==> config.mk <==
export PLATFORM = sky130hd
export DESIGN_NAME = rsrd_pixel_conv
export DESIGN_NICKNAME = d
export VERILOG_FILES = /design/src/rtl/rsrd_pkg.sv /design/src/rtl/rsrd_pixel_conv.sv
export SDC_FILE = /design/constraint.sdc
export NUM_CORES = 1
export LEC_CHECK = 0
export ABC_AREA = 1
export BUFFER_PORTS_ARGS = -buffer_cell sky130_fd_sc_hd__buf_4
export CAP_MARGIN = 10
export CELL_PAD_IN_SITES_DETAIL_PLACEMENT = 0
export CELL_PAD_IN_SITES_GLOBAL_PLACEMENT = 1
export CORE_UTILIZATION = 44
export DETAILED_ROUTE_END_ITERATION = 6
export PLACE_DENSITY = 0.89
export SYNTH_ARGS = -nofsm -noshare
export SYNTH_HDL_FRONTEND = slang
export SYNTH_SLANG_ARGS = --single-unit
==> constraint.sdc <==
create_clock -name vclk -period 8
set_input_delay 0.8 -clock vclk [all_inputs]
set_output_delay 0.8 -clock vclk [all_outputs]
set_load 0.05 [all_outputs]
==> src/rtl/rsrd_pkg.sv <==
// ----------------------------------------------------------------------------
// rsrd_pkg
// Shared types, constants and the RGBE-to-binary16 conversion function for the
// RGBE scanline run-length decoder.
// ----------------------------------------------------------------------------
package rsrd_pkg;

  localparam int MAX_ROW_PIXELS = 4096;
  localparam int COL_W          = $clog2(MAX_ROW_PIXELS);

  localparam logic [7:0]  HDR_TAG      = 8'd2;
  localparam logic [7:0]  RUN_BASE     = 8'h80;
  localparam logic [14:0] FLAT_MIN_W   = 15'd8;
  localparam logic [14:0] ROW_MAX_W    = 15'(MAX_ROW_PIXELS);
  localparam logic [1:0]  HDR_LAST_IDX = 2'd3;

  // configuration register indexes
  localparam logic CFG_WIDTH  = 1'b0;
  localparam logic CFG_HEIGHT = 1'b1;

  typedef enum logic [1:0] {
    ERR_NONE    = 2'd0,
    ERR_HEADER  = 2'd1,
    ERR_OVERRUN = 2'd2,
    ERR_WIDTH   = 2'd3
  } err_t;

  typedef enum logic [1:0] {
    PH_HEADER  = 2'd0,
    PH_COUNT   = 2'd1,
    PH_RUNVAL  = 2'd2,
    PH_LITERAL = 2'd3
  } phase_t;

  typedef enum logic [2:0] {
    S_IDLE,
    S_DECODE,
    S_RUN,
    S_CONV,
    S_FIN
  } state_t;

  typedef struct packed {
    logic [7:0] in_byte;
    logic       frame_start;
  } in_word_t;

  typedef struct packed {
    logic [1:0]  pixel_count;
    logic [15:0] red_first;
    logic [15:0] green_first;
    logic [15:0] blue_first;
    logic [15:0] red_second;
    logic [15:0] green_second;
    logic [15:0] blue_second;
    logic        row_end;
    logic        image_end;
    logic        last_of_run;
    logic [1:0]  error_code;
  } out_word_t;

  typedef struct packed {
    logic [15:0] red;
    logic [15:0] green;
    logic [15:0] blue;
  } pix_t;

  // mantissa * 2^(e-136) as binary16, round to nearest even
  function automatic logic [15:0] to_half(input logic [7:0] m, input logic [7:0] e);
    logic signed [9:0] k;
    logic signed [9:0] ex;
    logic signed [9:0] eb;
    logic signed [9:0] sh;
    logic signed [9:0] s;
    logic [2:0]        t;
    logic [17:0]       ms;
    logic [15:0]       res;
    logic [7:0]        q;
    logic [8:0]        rem;
    logic [8:0]        half;
    logic [8:0]        mask;
    k    = $signed({2'b00, e}) - 10'sd136;
    t    = 3'd0;
    ms   = '0;
    res  = '0;
    q    = '0;
    rem  = '0;
    half = '0;
    mask = '0;
    for (int i = 1; i < 8; i++) begin
      if (m[i]) begin
        t = 3'(i);
      end
    end
    ex = k + $signed({7'b0, t});
    eb = ex + 10'sd15;
    sh = k + 10'sd24;
    s  = -sh;
    if (e == 8'd0 || m == 8'd0) begin
      res = 16'h0000;
    end else if (ex > 10'sd15) begin
      res = 16'h7C00;
    end else if (ex >= -10'sd14) begin
      ms  = {10'b0, m} << (4'd10 - {1'b0, t});
      res = {1'b0, eb[4:0], ms[9:0]};
    end else if (sh >= 10'sd0) begin
      res = {8'b0, m} << sh[3:0];
    end else if (s >= 10'sd9) begin
      res = 16'h0000;
    end else begin
      q    = m >> s[3:0];
      mask = (9'd1 << s[3:0]) - 9'd1;
      rem  = {1'b0, m} & mask;
      half = 9'd1 << (s[3:0] - 4'd1);
      if (rem > half || (rem == half && q[0])) begin
        q = q + 8'd1;
      end
      res = {8'b0, q};
    end
    return res;
  endfunction

endpackage

==> src/rtl/rsrd_pixel_conv.sv <==
// ----------------------------------------------------------------------------
// rsrd_pixel_conv
// Converts one RGBE pixel to three binary16 channel values.
// ----------------------------------------------------------------------------
module rsrd_pixel_conv (
  input  logic [7:0]     red_m,
  input  logic [7:0]     green_m,
  input  logic [7:0]     blue_m,
  input  logic [7:0]     expo,
  output rsrd_pkg::pix_t px
);
  import rsrd_pkg::*;

  assign px.red   = to_half(red_m, expo);
  assign px.green = to_half(green_m, expo);
  assign px.blue  = to_half(blue_m, expo);

endmodule

**Word-level counts from Yosys, hierarchy flattened**

Cells that the tools add are included.

- Bits in registers: 0
- Bits of input ports: 32
- Output and inout port bits: 48
- Word-level logic and storage cells: 97

- $add $sub $neg: 17
- Magnitude comparators: 11
- Eq/ne operators: 3
- Shift-type cells: 11
- Muxes and demuxes: 39
- Bitwise gates (word level): 3
- Reductions and logical operators: 13

Operators with widths:

| operator | count |
|---|---|
| $mux W16 | 12 |
| $mux W3 | 18 |
| $mux W8 | 6 |
| $shl A8 B4 Y16 | 3 |
| $ge A10 B5 Y1 const B | 4 |
| $logic_not A8 Y1 | 4 |
| $add A9 B4 Y10 | 3 |
| $gt A10 B5 Y1 const B | 3 |
| $shl A8 B4 Y10 | 3 |
| $and A8 B9 Y9 | 3 |
| $eq A9 B9 Y1 | 3 |
| $gt A9 B9 Y1 | 3 |
| $add A8 B1 Y8 const B | 3 |
| $shr A8 B4 Y8 | 3 |
| $shl A1 B4 Y9 const A | 2 |
| $add A5 B5 Y5 const B | 3 |
| $sub A4 B3 Y4 const A | 3 |
| $add A9 B6 Y10 const B | 1 |
| $ge A10 B1 Y1 const B | 1 |
| $neg A10 Y10 | 1 |
| $sub A8 B8 Y9 const B | 1 |
| $sub A9 B1 Y9 const B | 1 |
| $logic_or A1 B1 Y1 | 6 |
| $sub A4 B1 Y4 const B | 1 |
| 2 further kinds | 6 |

**Depth between registers and ports, before layout**

- Depth in word-level cells: 15
- Gate-level depth with buffers: 31
- Gate-level depth less buffers: 28

**Least setup slack after synthesis**

Ideal clock, no wire load.

- Path type: in2out
- Start point: in expo[1]
- End point: out px[5] (netlist name)
- Arrival: 5.183 ns
- Required time: 7.200 ns
- Slack: 2.017 ns
- Stages on the path: 28
- Buffers on the path: 3
- Cell sequence: inv_1 clkbuf_1 buf_1 ha_1 inv_1 nand2_4 nand2_4 buf_8 nand3_4 nor2_1 inv_1 ha_1 nand3_1 nor3_1 xor2_1 nor2_1 ha_1 nand2_1 inv_1 nand4_1 inv_1 nand2_1 nand2_2 nor2_4 nand4_1 o21ai_1 nand3_1 a21oi_1

RTL lines:

| element | RTL line | source |
|---|---|---|
| start: declaration | rsrd_pixel_conv.sv:9 | `input logic [7:0] expo,` |
| end: declaration | rsrd_pixel_conv.sv:10 | `output rsrd_pkg::pix_t px` |

==> results.md <==
- Run status: completed
- Die height: 127 µm
- Largest net degree at the start of global routing: 43
- Wirelength, routed: 26,900 µm
- Critical path data required time: 7.20 ns
- Crit Path Class: in -> out
- Number of max-cap violations: 0
- Non-filler cells in the finished layout: 1,605
- Flip-flop and latch count: 0
- Count of antenna-violating nets left after detailed routing: 0
- Startpoint types: input port
- Count of port buffers added during placement: 80
- Final period utilization: 75.3%
- Area of the mapped netlist: 0.00689 mm²
- Crit path setup slack, layout: 1.98 ns
- Crit-path max FO: 42
- Mean area per synthesized cell: 5.07 µm²
- WL per Instance: 16.7 µm
- Cells resized by post-CTS repair: 0
- Total negative slack for setup checks: 0 ns
- Vias in the first global route: 8,154
- Fillers: 1,742
- Number of optimization iterations in the first detailed-route pass: 5
- Most common cell in the synthesized netlist: sky130_fd_sc_hd__nand2_1
- Area share of the leading cell type in the synthesized netlist: 23.7%
- Final standard cell area without fillers: 0.00749 mm²
- Biggest area consumer among synthesized cells: sky130_fd_sc_hd__nand2_1
- PnR Total Power: 0.745 mW
- Number of antenna diodes: 0
- Post-CTS setup repair buffer count: 0
- Placeable core region: 0.0153 mm²
- Worst setup path endpoint: px[36]
- Hold violation count in the final report: 0
- Most numerous cell types in the synthesized netlist: sky130_fd_sc_hd__nand2_1, sky130_fd_sc_hd__inv_1, sky130_fd_sc_hd__nor2_1
- Horizontal die dimension: 127 µm
- Final weighted congestion in routability-driven placement: 1.06
- Number of antenna violations at the first check in global routing: 0
- Post-Place Cells: 1,605
- Number of warning messages in the yosys log: 0
- Biggest area contributors in the synthesized netlist: sky130_fd_sc_hd__nand2_1, sky130_fd_sc_hd__ha_1, sky130_fd_sc_hd__nand3_1
- Number of clock buffer instances in the layout: 0
- Arrival time worst endpoint: 5.22 ns
- Worst slew margin relative to its limit: 29.9%
- Final worst hold slack: 2.17 ns
- Final Setup Violations: 0
- Synthesis-to-layout area growth: 8.68%
- I/O pin total: 80
- Peak supply drop: 0.0652 mV
- RSZ-0062 raised after global routing: no
- Maximum clock rate: 166 MHz
- Overall die area: 0.0162 mm²
- Utilization after layout: 49.1%
- P per Cell Area: 99.4 mW/mm²
- Worst Tran Pin Value: 1.05 ns
- Leakage: 3.84 nW
- Total nets after synthesis: 1,453
- GRT Residual Overflow: 0
- Wire length of the first global-routing pass: 42,400 µm
- Final routed DRC violation total: 0
- Final max-slew violation count: 0
- Final critical delay including setup and external delays: 6.02 ns
- Critical path endpoint category: output pin
- Proportion of synthesized chip area in sequential cells: 0%
- Worst setup path start: expo[0]
- Via count: 9,073
- Routed via count divided by cell count: 5.65
- Number of distinct library cells after synthesis: 52
- First-iteration detailed-routing DRC count: 810
- Worst slack at placement: 2.05 ns
- Post-synthesis cell count: 1,359
- Hold Path Class: in -> out
- Core Rows: 45
- Instance area after placement: 0.00749 mm²
- Net count, final: 1,490
- Storage element area: 0 µm²
- Effective utilization at floorplan: 45.2%
- Layout cell share with drive strength beyond 1: 10.4%
- Hold-fix buffers, CTS: 0
- Final HPWL DP: 21,700 µm
- Overall global routing resource usage: 32.8%
## layer usage
| metal | track usage (%) | vias up | routed length, µm |
|---|---|---|---|
| met5 | 0 | - | 0 |
| met1 | 44.3 | 4069 | 12000 |
| met3 | 3.48 | 75 | 1930 |
| li1 | - | 4535 | - |
| met4 | 12.7 | 0 | 1030 |
| met2 | 53.4 | 394 | 11900 |
## power by group
group	switching [mW]	internal [mW]	total (mW)
combinational	0.526	0.219	0.745
clock	0	0	0
sequential	0	0	0
total	0.526	0.219	0.745
## worst max-delay path, cell delays in order
cell	delay (ns)
sky130_fd_sc_hd__buf_4	0.39
sky130_fd_sc_hd__inv_4	0.23
sky130_fd_sc_hd__ha_1	0.30
sky130_fd_sc_hd__nand2_4	0.11
sky130_fd_sc_hd__nand2_4	0.16
sky130_fd_sc_hd__nand3_4	0.21
sky130_fd_sc_hd__nor2_1	0.06
sky130_fd_sc_hd__inv_1	0.15
sky130_fd_sc_hd__ha_1	0.21
sky130_fd_sc_hd__nand3_1	0.11
sky130_fd_sc_hd__nor3_1	0.19
sky130_fd_sc_hd__xor2_1	0.33
sky130_fd_sc_hd__nor2_1	0.09
sky130_fd_sc_hd__ha_1	0.30
sky130_fd_sc_hd__nand2_1	0.05
sky130_fd_sc_hd__inv_1	0.06
sky130_fd_sc_hd__nand3_1	0.06
sky130_fd_sc_hd__nor2_1	0.17
sky130_fd_sc_hd__nor2_1	0.06
sky130_fd_sc_hd__nand2_1	0.10
sky130_fd_sc_hd__nand2_2	0.11
sky130_fd_sc_hd__nor2_1	0.19
sky130_fd_sc_hd__nand2_1	0.07
sky130_fd_sc_hd__o21ai_0	0.07
sky130_fd_sc_hd__nand3_1	0.18
sky130_fd_sc_hd__a21oi_1	0.21
sky130_fd_sc_hd__buf_4	0.22
## cell type report
type | instances | area [µm²] | share of cell area [%]
multi-input combinational | 1150 | 6000 | 80.1
inverter | 163 | 622 | 8.30
tap | 211 | 264 | 3.52
timing repair buffer | 81 | 608 | 8.12
## cells by family (layout without fill, tap and decap cells)
family / Yosys count / count (layout) / synth area share (%)
adders and majority gates: 62 / 62 / 11.6
xor gates and xnor gates: 30 / 30 / 3.81
muxes: 1 / 1 / 0.145
AOI/OAI and AO/OA: 270 / 270 / 21.5
and+or+nand+nor: 787 / 787 / 49.9
buffers and inverters: 209 / 244 / 13.0
## worst min path at each step
stage / depth (start not counted) / start / end
6_report: 4 / green_m[0] / px[16]
5_1_grt: 4 / green_m[0] / px[16]
4_1_cts: 4 / green_m[0] / px[16]
3_5_place_dp: 4 / green_m[0] / px[16]
3_3_place_gp: 4 / green_m[0] / px[16]
2_1_floorplan: 4 / red_m[1] / px[43]
## placed cells by master (no fill, tap or decap), drive strengths merged, types with 7 or more instances in the layout
| master | synthesis | layout |
|---|---|---|
| a21oi | 88 | 88 |
| o211ai | 9 | 9 |
| nand4 | 19 | 19 |
| nand3 | 129 | 129 |
| ha | 59 | 59 |
| o21ai | 132 | 132 |
| nor3 | 21 | 21 |
| or2 | 7 | 7 |
| nand2 | 453 | 453 |
| a31oi | 17 | 17 |
| o22ai | 10 | 10 |
| xor2 | 20 | 20 |
| inv | 159 | 159 |
| xnor2 | 10 | 10 |
| nor2 | 150 | 150 |
| buf | 25 | 81 |
Power figures use the tool's default switching activity.
